### src/rtl/dbpc_pkg.sv
// Shared types and constants for the dual button press classifier.
package dbpc_pkg;

  localparam int CFG_W = 16;

  typedef enum logic [0:0] {
    REG_DEBOUNCE_TICKS   = 1'b0,
    REG_LONG_PRESS_TICKS = 1'b1
  } reg_index_t;

  typedef enum logic [2:0] {
    EV_NONE    = 3'd0,
    EV_A_SHORT = 3'd1,
    EV_A_LONG  = 3'd2,
    EV_B_SHORT = 3'd3,
    EV_B_LONG  = 3'd4
  } event_t;

  localparam logic [CFG_W-1:0] DEBOUNCE_RESET = 16'd5;
  localparam logic [CFG_W-1:0] LONG_RESET     = 16'd100;

  typedef struct packed {
    logic short_ev;
    logic long_ev;
    logic held;
  } btn_status_t;

endpackage

### src/rtl/dual_button_press_classifier.sv
// Top level: two debounced buttons, pending event latch and result register.
//
//   channel  direction  handshake            payload
//   in       input      in_valid/in_ready    func, raw_a, raw_b
//   out      output     out_valid/out_ready  event_code, a_held, b_held, any_held
//   cfg      input      cfg_write            cfg_index, cfg_data
//
// A new transaction is taken every cycle while the result register is empty or
// being drained, set by the single result register.
// Reset is synchronous: both buttons idle, counters and latch cleared,
// thresholds back to 5 and 100 ticks.
// A stalled result holds in the output register and blocks further input.
module dual_button_press_classifier #(
  parameter int COUNT_WIDTH = 16
) (
  input  logic                       clk,
  input  logic                       rst,
  input  logic                       in_valid,
  output logic                       in_ready,
  input  logic                       func,
  input  logic                       raw_a,
  input  logic                       raw_b,
  output logic                       out_valid,
  input  logic                       out_ready,
  output logic [2:0]                 event_code,
  output logic                       a_held,
  output logic                       b_held,
  output logic                       any_held,
  input  logic                       cfg_write,
  input  logic [0:0]                 cfg_index,
  input  logic [dbpc_pkg::CFG_W-1:0] cfg_data
);
  import dbpc_pkg::*;

  logic [CFG_W-1:0]       debounce_ticks, long_press_ticks;
  logic [COUNT_WIDTH-1:0] settle_limit, hold_limit;
  event_t                 latch, latch_next, res_ev, ev_a, ev_b;
  btn_status_t            st_a, st_b;
  logic                   accept, step;

  assign in_ready = !out_valid || out_ready;
  assign accept   = in_valid && in_ready;
  assign step     = accept && !func;

  generate
    if (COUNT_WIDTH >= CFG_W) begin : g_wide
      assign settle_limit = COUNT_WIDTH'(debounce_ticks);
      assign hold_limit   = COUNT_WIDTH'(long_press_ticks);
    end else begin : g_narrow
      localparam logic [COUNT_WIDTH-1:0] CNT_MAX = '1;
      assign settle_limit = (|debounce_ticks[CFG_W-1:COUNT_WIDTH]) ? CNT_MAX
                            : debounce_ticks[COUNT_WIDTH-1:0];
      assign hold_limit   = (|long_press_ticks[CFG_W-1:COUNT_WIDTH]) ? CNT_MAX
                            : long_press_ticks[COUNT_WIDTH-1:0];
    end
  endgenerate

  always_ff @(posedge clk) begin
    if (rst) begin
      debounce_ticks   <= DEBOUNCE_RESET;
      long_press_ticks <= LONG_RESET;
    end else if (cfg_write) begin
      case (reg_index_t'(cfg_index))
        REG_DEBOUNCE_TICKS:   debounce_ticks   <= cfg_data;
        REG_LONG_PRESS_TICKS: long_press_ticks <= cfg_data;
        default: ;
      endcase
    end
  end

  dbpc_button #(.COUNT_WIDTH(COUNT_WIDTH)) u_btn_a (
    .clk          (clk),
    .rst          (rst),
    .step         (step),
    .level        (raw_a),
    .settle_limit (settle_limit),
    .hold_limit   (hold_limit),
    .status       (st_a)
  );

  dbpc_button #(.COUNT_WIDTH(COUNT_WIDTH)) u_btn_b (
    .clk          (clk),
    .rst          (rst),
    .step         (step),
    .level        (raw_b),
    .settle_limit (settle_limit),
    .hold_limit   (hold_limit),
    .status       (st_b)
  );

  always_comb begin
    ev_a = st_a.short_ev ? EV_A_SHORT : (st_a.long_ev ? EV_A_LONG : EV_NONE);
    ev_b = st_b.short_ev ? EV_B_SHORT : (st_b.long_ev ? EV_B_LONG : EV_NONE);
    if (func) begin
      res_ev     = latch;
      latch_next = EV_NONE;
    end else begin
      res_ev = latch;
      if (res_ev == EV_NONE) begin
        res_ev = ev_a;
      end
      if (res_ev == EV_NONE) begin
        res_ev = ev_b;
      end
      latch_next = res_ev;
    end
  end

  always_ff @(posedge clk) begin
    if (rst) begin
      latch     <= EV_NONE;
      out_valid <= 1'b0;
    end else begin
      if (accept) begin
        latch     <= latch_next;
        out_valid <= 1'b1;
      end else if (out_ready) begin
        out_valid <= 1'b0;
      end
    end
  end

  always_ff @(posedge clk) begin
    if (accept) begin
      event_code <= res_ev;
      a_held     <= st_a.held;
      b_held     <= st_b.held;
      any_held   <= st_a.held | st_b.held;
    end
  end

  a_fetch_clears: assert property (@(posedge clk) disable iff (rst)
    (accept && func) |=> (latch == EV_NONE))
    else $error("latch not cleared after fetch");

  a_latch_keeps: assert property (@(posedge clk) disable iff (rst)
    (latch != EV_NONE && !(accept && func)) |=> (latch == $past(latch)))
    else $error("pending event overwritten");

  a_accept_gives_result: assert property (@(posedge clk) disable iff (rst)
    accept |=> out_valid)
    else $error("accepted transaction produced no result");

  a_ready_when_empty: assert property (@(posedge clk) disable iff (rst)
    !out_valid |-> in_ready)
    else $error("input stalled with empty result register");

  a_any_held: assert property (@(posedge clk) disable iff (rst)
    out_valid |-> (any_held == (a_held | b_held)))
    else $error("any_held inconsistent with button flags");

endmodule

### src/rtl/dbpc_button.sv
// Per-button debounce and short/long press state machine.
module dbpc_button #(
  parameter int COUNT_WIDTH = 16
) (
  input  logic                   clk,
  input  logic                   rst,
  input  logic                   step,
  input  logic                   level,
  input  logic [COUNT_WIDTH-1:0] settle_limit,
  input  logic [COUNT_WIDTH-1:0] hold_limit,
  output dbpc_pkg::btn_status_t  status
);
  import dbpc_pkg::*;

  typedef enum logic [1:0] {
    PH_IDLE,
    PH_DEBOUNCE,
    PH_PRESSED,
    PH_LONG_SENT
  } phase_t;

  phase_t                 phase, phase_next;
  logic [COUNT_WIDTH-1:0] settle, settle_next;
  logic [COUNT_WIDTH-1:0] hold, hold_next;
  logic                   prev;
  logic [COUNT_WIDTH-1:0] settle_bump, hold_bump;
  logic                   short_ev, long_ev;

  assign settle_bump = (settle >= settle_limit) ? settle_limit : settle + 1'b1;
  assign hold_bump   = (hold >= hold_limit) ? hold_limit : hold + 1'b1;

  always_comb begin
    phase_next  = phase;
    settle_next = settle;
    hold_next   = hold;
    short_ev    = 1'b0;
    long_ev     = 1'b0;
    case (phase)
      PH_IDLE: begin
        if (level && !prev) begin
          phase_next  = PH_DEBOUNCE;
          settle_next = '0;
        end
      end
      PH_DEBOUNCE: begin
        settle_next = settle_bump;
        if (!level) begin
          phase_next = PH_IDLE;
        end else if (settle_bump >= settle_limit) begin
          phase_next = PH_PRESSED;
          hold_next  = '0;
        end
      end
      PH_PRESSED: begin
        if (!level) begin
          short_ev   = 1'b1;
          phase_next = PH_IDLE;
        end else begin
          hold_next = hold_bump;
          if (hold_bump >= hold_limit) begin
            long_ev    = 1'b1;
            phase_next = PH_LONG_SENT;
          end
        end
      end
      default: begin
        if (!level) begin
          phase_next = PH_IDLE;
        end
      end
    endcase
  end

  always_comb begin
    status.short_ev = step & short_ev;
    status.long_ev  = step & long_ev;
    if (step) begin
      status.held = (phase_next == PH_PRESSED) || (phase_next == PH_LONG_SENT);
    end else begin
      status.held = (phase == PH_PRESSED) || (phase == PH_LONG_SENT);
    end
  end

  always_ff @(posedge clk) begin
    if (rst) begin
      phase  <= PH_IDLE;
      settle <= '0;
      hold   <= '0;
      prev   <= 1'b0;
    end else if (step) begin
      phase  <= phase_next;
      settle <= settle_next;
      hold   <= hold_next;
      prev   <= level;
    end
  end

endmodule
### config.mk
export PLATFORM = sky130hd
export DESIGN_NAME = dual_button_press_classifier
export DESIGN_NICKNAME = d
export VERILOG_FILES = /design/src/rtl/dbpc_pkg.sv /design/src/rtl/dual_button_press_classifier.sv /design/src/rtl/dbpc_button.sv
export SDC_FILE = /design/constraint.sdc
export NUM_CORES = 1
export LEC_CHECK = 0
export BUFFER_PORTS_ARGS = -buffer_cell sky130_fd_sc_hd__buf_4
export CAP_MARGIN = 20
export CORE_AREA = 2 2 152 154
export CTS_CLUSTER_SIZE = 28
export DETAILED_ROUTE_END_ITERATION = 12
export DIE_AREA = 0 0 154 156
export PLACE_DENSITY = 0.61
export SLEW_MARGIN = 20
export SYNTH_ARGS = -nofsm -noshare
export SYNTH_HDL_FRONTEND = slang
export SYNTH_SLANG_ARGS = --single-unit
### constraint.sdc
create_clock -name clk -period 8.5 [get_ports clk]
set_input_delay 0.85 -clock clk [delete_from_list [all_inputs] [get_ports clk]]
set_output_delay 0.85 -clock clk [all_outputs]
set_load 0.02 [all_outputs]
After elaboration in Yosys (flattened, before gate mapping)
Cells that the tools add are included.
Storage, ports and cells
  ROM bits: 0
  word-level logic and storage cells: 133
  bits in latches: 0
  output and inout port bits: 8
  bits in writable memories: 0
  memories kept: 0
  register bits after elaboration: 112
Operators by class
  $mul: 0
  reduce and logical (&&, ||, !) cells: 28
  order comparisons: 8
  shift operators: 0
  div/mod/pow operators: 0
  mux-type cells: 53
  bitwise operators: 6
  add/sub/neg operators: 4
  eq/ne operators: 18
Operators with widths (number)
  two-way mux 16 bit: 12
  greater-or-equal comparator 16 bit: 8
  case mux 16 bit (2 select lines): 4
  adder 16 x 1 -> 16 bit, second input constant: 4
  two-way mux 2 bit: 14
  two-way mux 3 bit: 7
  equality test 2 bit, second input constant: 8
  two-way mux 1 bit: 14
  case mux 2 bit (3 select lines): 2
  AND reduction 5 bit: 2
  nonzero test 2 bit: 5
  inequality test 2 x 1 -> 1 bit, second input constant: 4
  inequality test 2 bit, second input constant: 4
  logical NOT 3 bit: 2
  AND reduction 3 bit: 2
  logical OR 1 bit: 5
  AND 1 bit: 4
  equality test 2 x 1 -> 1 bit, second input constant: 2
  logical AND 1 bit: 4
  logical NOT 1 bit: 4
  logical NOT 2 bit: 2
  AND reduction 2 bit: 2
  NOT 1 bit: 1
  OR 1 bit: 1

Depth between registers and ports, before layout
Gate-level depths: netlist (run 1).
  depth in word-level cells: 14
  depth in mapped cells: 19
  mapped depth without buffers: 16

By module
Synthesis (run 1) repeated with hierarchy kept, for this count alone.
Second synthesis, totals
  cells, all modules: 1248
  area total of the unflattened synthesis: 9529.1 sq um
By module, submodules not included
  dbpc_button at u_btn_b: area an instance 3998.8 sq um, sequential area each 700.7 sq um, cells an instance 536, instances 1
  dbpc_button at u_btn_a: area an instance 3951.3 sq um, sequential area each 700.7 sq um, cells an instance 532, instances 1
  dual_button_press_classifier: area an instance 1579.0 sq um, sequential area each 900.9 sq um, cells an instance 180, instances 1

Worst setup path after synthesis (run 1)
OpenSTA, ideal clock, no wires.
  path kind: reg-to-reg
  from: register debounce_ticks[9]
  to: register u_btn_b.hold[13]
  stages on the path, launching flop included: 20
  path slack: 4.704 ns
  setup time: 0.076 ns
  clock period less this slack: 3.796 ns
  arrival time: 3.720 ns
  path through: dfxtp_1 -> inv_1 -> ha_1 -> and4_1 -> a21o_1 -> o2bb2ai_1 -> a211o_1 -> buf_2 -> buf_2 -> nand2_1 -> o21ai_0 -> ha_1 -> a21o_1 -> a2111oi_2 -> o21ai_1 -> a211o_1 -> a21oi_4 -> buf_6 -> a21oi_1 -> o22ai_1
Between the ends
  longest elaborated chain between the ends: 5
RTL lines
  start, declared: RTL line dual_button_press_classifier.sv:35  | logic [CFG_W-1:0] debounce_ticks, long_press_ticks;
  start signal, assigned: RTL line dual_button_press_classifier.sv:64  | REG_DEBOUNCE_TICKS: debounce_ticks <= cfg_data;
  greater-or-equal comparator 16 bit: RTL line dbpc_button.sv:29  | assign settle_bump = (settle >= settle_limit) ? settle_limit : settle + 1'b1;
  two-way mux 16 bit: RTL line dbpc_button.sv:29
  greater-or-equal comparator 16 bit *: RTL line dbpc_button.sv:49  | end else if (settle_bump >= settle_limit) begin
  inequality test 2 x 1 -> 1 bit (no source line) *
  AND reduction 5 bit (no source line) *
  end signal, assigned: RTL line dbpc_button.sv:93  | hold <= hold_next;
  end, declared: RTL line dbpc_button.sv:24  | logic [COUNT_WIDTH-1:0] hold, hold_next;
Mark *: on every way between the ends. The rest lies on a longest branch, timed or not.
A chain may end at the register's enable or synchronous reset.

Worst setup path in the final report (run 1)
  from: register long_press_ticks[9] (netlist: hold_limit[9])
  to: register event_code[2] (data pin)
Between the ends
  longest elaborated chain between the ends: 14
  elaborated cells on any way between the ends: 23
RTL lines
  start, declared: RTL line dual_button_press_classifier.sv:35
  start signal, assigned: RTL line dual_button_press_classifier.sv:65  | REG_LONG_PRESS_TICKS: long_press_ticks <= cfg_data;
  greater-or-equal comparator 16 bit: RTL line dbpc_button.sv:30  | assign hold_bump = (hold >= hold_limit) ? hold_limit : hold + 1'b1;
  two-way mux 16 bit: RTL line dbpc_button.sv:30
  greater-or-equal comparator 16 bit: RTL line dbpc_button.sv:60  | if (hold_bump >= hold_limit) begin
  two-way mux 1 bit: RTL line dbpc_button.sv:60
  two-way mux 1 bit: RTL line dbpc_button.sv:55  | if (!level) begin
  two-way mux 1 bit: RTL line dbpc_button.sv:38  | case (phase)
  AND 1 bit: RTL line dbpc_button.sv:76  | status.long_ev = step & long_ev;
  two-way mux 2 bit (2 in a row): RTL line dual_button_press_classifier.sv:92  | ev_a = st_a.short_ev ? EV_A_SHORT : (st_a.long_ev ? EV_A_LONG : EV_NONE);
  two-way mux 3 bit: RTL line dual_button_press_classifier.sv:99  | if (res_ev == EV_NONE) begin
  two-way mux 3 bit: RTL line dual_button_press_classifier.sv:94  | if (func) begin
  logical NOT 3 bit: RTL line dual_button_press_classifier.sv:102  | if (res_ev == EV_NONE) begin
  two-way mux 3 bit *: RTL line dual_button_press_classifier.sv:102
  two-way mux 3 bit *: RTL line dual_button_press_classifier.sv:94
  via res_ev[2]: RTL line dual_button_press_classifier.sv:37  | event_t latch, latch_next, res_ev, ev_a, ev_b;
  end signal, assigned: RTL line dual_button_press_classifier.sv:125  | event_code <= res_ev;
  end, declared: RTL line dual_button_press_classifier.sv:25  | output logic [2:0] event_code,
Mark *: on every way through the listed nets, which the timed path passes. The rest lies on a longest branch. The select of a mux whose other input is x is not followed.

==> results.json, run 1 <==
{
  "status": "finished clean",
  "cts_tree": "yes",
  "synthAdderAreaFrac_pct": 17.9,
  "insertion_delay_ns": 0.37,
  "clkPwrFrac_pct": 38.0,
  "ir_drop_mv": 0.0775,
  "worstHoldStart": "u_btn_a.prev$_SDFFE_PP0P_",
  "clock_path_buffers": 2,
  "synth.area.mux_share_pct": 0.487,
  "die_h_microns": 156,
  "swShare_pct": 29.7,
  "slew_violations": 0,
  "antenna_left": 0,
  "dr.pass1.iters": 5,
  "pin_count": 33,
  "synth_seq_area_share_pct": 24.9,
  "htreeDepth": 3,
  "nFillCells": 2254,
  "yosys_warnings": 0,
  "clk_pin_slew_worst_paths_ns": 0.08,
  "slowest_stage": "a2111oi_1",
  "routed_via_density": 5.78,
  "power.density_nw_per_um2": 114,
  "drt_iter0_drc": 550,
  "timing_worst_slew_pin_value_ns": 0.971,
  "hp-class": "reg -> reg",
  "yosys_register_bits": 112,
  "synth_cell_types": 62,
  "finalWeightedCongestion": 0.949,
  "hold_viol_final": 0,
  "cpLargestDelayFamily": "compound AO/OA/AOI/OAI gates",
  "synth_edf_count": 6,
  "cts_setup_buffers": 0,
  "final_nets": 1336,
  "die_w_microns": 154,
  "synth_area_sq_um": 9250,
  "wirelength_microns": 26700,
  "skew_ns": 0.0130,
  "grt_pass1_wl_microns": 43000,
  "finalSetupTns_ns": 0,
  "rows": 55,
  "grtUsageTotal_pct": 22.3,
  "cts_root_buffer": "clkbuf_16",
  "syn2layout_area_growth_pct": 7.71,
  "syn_inst": 1179,
  "yosysTopAreaCell": "dfxtp_1",
  "critPathKind": "reg -> reg",
  "synth-xor-area-share_pct": 5.30,
  "cp_slowest_stage_delay_ns": 0.84,
  "p_sw_w": 0.000337,
  "multiInputGateArea_sq_um": 6420,
  "ys.flop_type": "dfxtp_1",
  "core_sq_um": 22400,
  "diodes": 0,
  "grt_antenna_before_repair": 0,
  "avgSynthCellArea_sq_um": 7.84,
  "place_ws_ns": 3.72,
  "dp_hpwl_microns": 20500,
  "grt_pass1_vias": 8153,
  "clock-sinks": 112,
  "grt_max_degree": 51,
  "cp_max_fo": 42,
  "comb_power_share_pct": 13.2,
  "async_reset_ff_share_pct": 0,
  "setup-violations-final": 0,
  "vias": 8497,
  "cts_hold_buf": 0,
  "io_buffers": 32,
  "cts_resized": 0,
  "maxCapViolCount": 0,
  "worst-endpoint-arrival_ns": 5.06,
  "min_period_ns": 4.83,
  "path_cells": "inv_1, ha_1, a21oi_1, o21ai_0, a221o_1, a41o_1, buf_4, nand2_1, o21ai_0, ha_1, nand4_1, a2111oi_1, nor4_1, nor3_1, nor2b_1, a21o_1",
  "finalCritPeriodShare_pct": 56.8,
  "overflow": 0,
  "stdcell_area_sq_um": 9960,
  "initial_core_util_pct": 41.4,
  "drive_gt1_share_pct": 6.42,
  "synth-compound-area-share_pct": 27.5,
  "rsz0062_at_grt": "no",
  "r2r_start": "hold_limit[9]$_SDFFE_PP0P_",
  "critPathCaptureType": "flop",
  "yosys.area_share.simple_pct": 18.2,
  "crit_start": "hold_limit[9]$_SDFFE_PP0P_",
  "dieArea_sq_um": 24000,
  "p_leak_nw": 3.98,
  "wl_per_cell_microns": 18.2,
  "synth_area_leaders": "dfxtp_1, ha_1, nand2_1",
  "place_area_sq_um": 9670,
  "power_frac_seq_pct": 48.8,
  "p_int_w": 0.000799,
  "worstSetupStartpointType": "flop",
  "route.detailed.drc": 0,
  "fmax_mhz": 207,
  "worst_slack_ns": 3.67,
  "cts_buffers": 9,
  "crit_required_ns": 8.73,
  "syn_nets": 1336,
  "max-slew-margin-rel_pct": 35.0,
  "seq_area_sq_um": 2300,
  "synth_top_area_share_pct": 22.9,
  "cp_num_buf_inv": 2,
  "synth_top_family_by_area": "compound AO/OA/AOI/OAI gates"
}
[path summary, 6_finish.rpt]
kind	to	slack [ns]	cells past startpoint
hold reg to reg	u_btn_a.prev$_SDFFE_PP0P_	0.47	2
setup / recovery	event_code[2]$_DFFE_PP_	3.67	16
hold / removal	u_btn_a.prev$_SDFFE_PP0P_	0.47	2
setup reg to reg	event_code[2]$_DFFE_PP_	3.67	16
[cell type report]
class	count	share of cell area [%]
multi-input combinational	936	64.4
timing repair buffer	40	3.01
clock inverter	6	0.540
tap	285	3.58
sequential	112	23.1
inverter	80	3.01
clock buffer	10	2.30
[cells in the mapped netlist (18+ instances only)]
cell / n
o21ai_0: 108
a21o_1: 23
nand2_1: 157
nand3_1: 41
dfxtp_1: 106
xnor2_1: 56
and3_1: 18
nor2_1: 35
o22ai_1: 33
a21oi_1: 112
ha_1: 132
nor3_1: 22
o31a_1: 37
clkbuf_1: 28
inv_1: 80
[kinds of logic (layout without fill, tap and decap cells)]
group | Yosys count | count (layout)
xor+xnor | 56 | 56
fa+ha+maj | 132 | 132
compound gates | 395 | 395
buf+inv | 131 | 136
simple gates | 349 | 349
mux | 4 | 4
flops | 112 | 112
[tightest hold or removal path, delay by kind of cell (launching register included)]
| kind | cells | cell delay, ns |
|---|---|---|
| flip-flops | 1 | 0.32 |
| AND/OR/NAND/NOR | 1 | 0.05 |
| AO/OA/AOI/OAI | 1 | 0.05 |
[registers in the layout (all words and copies together) (netlist names), 3 cells and up]
signal / cells
u_btn_b.hold: 16
u_btn_a.hold: 16
u_btn_b.settle: 16
latch: 3
debounce_ticks: 16
u_btn_a.settle: 16
event_code: 3
hold_limit: 16
[routing by layer]
metal / wire [microns] / up-vias / track usage (%)
met1: 12200 / 4009 / 27.9
met3: 862 / 48 / 3.47
met2: 12600 / 150 / 38.6
met4: 1030 / 0 / 8.95
met5: 0 / - / 0
li1: - / 4290 / -
[cell usage in the layout, fill, tap and decap left out, drive strengths merged, types with 5 or more instances in the layout]
master,synthesis,final
nand2,157,157
nand3b,6,6
o2bb2ai,7,7
ha,132,132
o22ai,38,38
a211oi,8,8
edfxtp,6,6
nand2b,16,16
o31a,37,37
or3,6,6
nand3,42,42
o21ai,112,112
a21oi,113,113
nor2b,6,6
nor2,38,38
buf,22,39
nor4,5,5
clkbuf,29,11
o211ai,7,7
inv,80,82
nor3,23,23
dfxtp,106,106
a21o,23,23
nor3b,7,7
a211o,6,6
and4,7,7
nand4,12,12
xnor2,56,56
a22o,12,12
and3,18,18
[metrics by stage]
stage	instances	utilization, %	hold slack (ns)	power (W)
after global routing	1469	44.5	0.497	0.00118
final	1469	44.5	0.472	0.00114
after global placement	1452	43.2	0.462	0.000713
after CTS	1468	44.5	0.474	0.00115
after floorplan	1179	-	0.449	0.000662
after detailed placement	1452	43.2	0.464	0.000715
[power groups by stage]
| stage | clock network, W | logic [W] | registers [W] |
|---|---|---|---|
| floorplan | 0 | 0.0000998 | 0.000563 |
| global placement | 0 | 0.000146 | 0.000566 |
| detailed placement | 0 | 0.000148 | 0.000567 |
| CTS | 0.000442 | 0.000149 | 0.000554 |
| global route | 0.000461 | 0.000167 | 0.000557 |
| finish | 0.000432 | 0.000150 | 0.000554 |
(Power assumes the default switching activity.)
==> run 2, diff against run 1 <==
ABC_AREA = 1   (was unset)
CORE_AREA = 2 2 155 157   (was 2 2 152 154)
DIE_AREA = 0 0 157 159   (was 0 0 154 156)
PLACE_DENSITY = 0.63   (was 0.61)
clock period = 3.9 ns   (was 8.5 ns; I/O delays follow)
==> run 2 against run 1 <==
Net effect: fmax is 31% higher; wire length fell by 1.8%; sequential share of layout area is 1.3 points lower; via count increased by 6.4%; sequential power up 110%; highest routed layer unchanged; first-iteration DRC count up 37%; final cell count rose by 16%.
==> results.json, run 2 <==
{
  "ys.flop_type": "dfxtp_1",
  "setup-violations-final": 0,
  "async_reset_ff_share_pct": 0,
  "status": "finished clean",
  "place_area_sq_um": 10300,
  "place_ws_ns": 0.154,
  "yosysMostFrequentCell": "nand2_1",
  "yosys_register_bits": 112,
  "finalCritPeriodShare_pct": 94.6,
  "die_h_microns": 159,
  "met1_usage_pct": 32.6,
  "pin_count": 33,
  "wirelength_microns": 26300,
  "layout_common_cells": "nand2_1, a21oi_1, ha_1, inv_1, dfxtp_1",
  "antenna_left": 0,
  "synth_edf_count": 6,
  "reg2regPathDepth": 20,
  "synth_cell_types": 40,
  "cts_root_buffer": "clkbuf_16",
  "ir_drop_mv": 0.207,
  "synthTopCellsByCount": "nand2_1, a21oi_1, ha_1",
  "min_to": "hold_limit[5]$_SDFFE_PP1P_",
  "yosysTopAreaCell": "dfxtp_1",
  "min_period_ns": 3.69,
  "initial_core_util_pct": 41.5,
  "rows": 56,
  "grt_busiest_layer": "met1",
  "yosys_warnings": 0,
  "timing_worst_slew_pin_value_ns": 0.931,
  "crit_required_ns": 4.14,
  "worst-endpoint-arrival_ns": 3.93,
  "cts_hold_buf": 0,
  "final_nets": 1541,
  "routed_via_density": 5.30,
  "stdcell_area_sq_um": 10600,
  "syn_nets": 1509,
  "worstSetupStartpointType": "flop",
  "synth_area_leaders": "dfxtp_1, ha_1, nand2_1",
  "core_sq_um": 23200,
  "fmax_mhz": 271,
  "slew_violations": 0,
  "critPathCaptureType": "flop",
  "dieArea_sq_um": 25000,
  "cts_tree": "yes",
  "dr.pass1.iters": 7,
  "dp_hpwl_microns": 20200,
  "diodes": 0,
  "use_met2_pct": 32.5,
  "grtUsageTotal_pct": 21.6,
  "skew_ns": 0.00841,
  "clock_path_buffers": 2,
  "worstHoldStart": "cfg_data[5]",
  "multiInputGateArea_sq_um": 6630,
  "grt_max_degree": 74,
  "syn_inst": 1352,
  "hp-class": "in -> reg",
  "drt_iter0_drc": 751,
  "maxCapViolCount": 0,
  "drive_gt1_share_pct": 9.73,
  "cp_max_fo": 17,
  "r2r-end": "event_code[2]$_DFFE_PP_",
  "grt_antenna_before_repair": 0,
  "insertion_delay_ns": 0.36,
  "seq_area_sq_um": 2300,
  "layout_commonest_cell": "nand2_1",
  "io_buffers": 32,
  "wl_per_cell_microns": 15.4,
  "grtUsageMet3_pct": 2.15,
  "nFillCells": 2339,
  "synth_area_sq_um": 9630,
  "worst_slack_ns": 0.210,
  "power.density_nw_per_um2": 238,
  "synth_seq_area_share_pct": 23.9,
  "grt_pass1_wl_microns": 43800,
  "clock-sinks": 112,
  "route.detailed.drc": 0,
  "max-slew-margin-rel_pct": 37.9,
  "reg2reg_slack_ns": 0.21,
  "worstHoldPathCells": 3,
  "hold_viol_final": 0,
  "critPathKind": "reg -> reg",
  "clk_pin_slew_worst_paths_ns": 0.08,
  "synth_top_area_share_pct": 22.0,
  "grt_pass1_vias": 8511,
  "overflow": 0,
  "finalWeightedCongestion": 0.878,
  "syn2layout_area_growth_pct": 9.77,
  "avgSynthCellArea_sq_um": 7.12,
  "p_leak_nw": 4.69,
  "die_w_microns": 157,
  "htreeDepth": 3,
  "cts_buffers": 9,
  "r2r_start": "hold_limit[15]$_SDFFE_PP0P_",
  "vias": 9044
}
run 2: cell count changes after synthesis, moves of 33 or more:
cell     before  now
o22ai_1      33    0
nand4_1      12   79
xor2_1        0   39
nand3_1      41   93
a21oi_1     112  166
and2_1        1   51
o31a_1       37    0
o21ai_0     108   45
inv_1        80  122
nand2_1     157  310
xnor2_1      56   17
run 2: per-stage QoR:
step	total power (W)	TNS (ns)	util (%)	hold slack, ns	cells
detailed placement	0.00163	0	44.2	0.455	1691
floorplan	0.00149	0	-	0.439	1352
CTS	0.00254	0	45.4	0.273	1706
global route	0.00264	-0.00265	45.6	0.275	1707
finish	0.00252	0	45.6	0.284	1707
global placement	0.00162	0	44.2	0.454	1691
run 2: kinds of logic after synthesis:
| logic type | Yosys count | share of synthesized area (%) |
|---|---|---|
| flops | 112 | 23.9 |
| fa+ha+maj | 132 | 17.1 |
| compound gates | 240 | 13.3 |
| buf+inv | 170 | 7.54 |
| simple gates | 642 | 33.0 |
| xor+xnor | 56 | 5.09 |
run 2: worst max-delay path: stages, from the launching register on:
cell and delay, ns:
dfxtp_1 0.31, inv_1 0.13, ha_1 0.35, nand2_1 0.07, inv_1 0.06, nand3_2 0.07, nor3_2 0.29, nand3_2 0.16
nand3_4 0.24, nand2_1 0.12, and2_1 0.19, ha_1 0.31, a21oi_1 0.15, o21ai_0 0.11, a21oi_1 0.25, nand2_1 0.19
a21oi_1 0.24, nand2_1 0.08, nor2_1 0.13, nor2_1 0.06, inv_1 0.05
run 2: area by class of cell:
cell class                 instances  share of cell area (%)
inverter                         128                    4.57
timing repair buffer              63                    4.59
clock inverter                     3                   0.166
tap                              319                    3.78
sequential                       112                    21.8
clock buffer                      12                    2.43
multi-input combinational       1070                    62.7
run 2: per-layer routing:
metal	share of wire, %	vias up
li1	-	4696
met1	51	4090
met2	42	225
met3	5.2	33
met4	1.8	0
met5	0	-
run 2: timing repair:
item | CTS | global route
setup buffers | 0 | 1
resized for setup | 0 | 4
endpoints found under the setup margin | 0 | 34
run 2: power breakdown:
part           internal, W  leakage, nW  total (W)  switching [W]
clock network     0.000465        0.134   0.000913       0.000448
registers          0.00118        0.922    0.00119      0.0000124
logic             0.000137         3.63   0.000413       0.000276
run 2: how the worst max path moves through the flow:
stage,startpoint,to,slack (ns),cells past startpoint
after floorplan,debounce_ticks[15]$_SDFFE_PP0P_,u_btn_b.hold[8]$_SDFFE_PP0P_,0.91,21
after global placement,debounce_ticks[15]$_SDFFE_PP0P_,u_btn_b.hold[1]$_SDFFE_PP0P_,0.16,20
after detailed placement,debounce_ticks[15]$_SDFFE_PP0P_,u_btn_b.hold[11]$_SDFFE_PP0P_,0.15,20
after CTS,debounce_ticks[15]$_SDFFE_PP0P_,u_btn_b.hold[0]$_SDFFE_PP0P_,0.1,20
after global routing,debounce_ticks[15]$_SDFFE_PP0P_,u_btn_b.hold[4]$_SDFFE_PP0P_,-0.003,19
final,hold_limit[15]$_SDFFE_PP0P_,event_code[2]$_DFFE_PP_,0.21,20
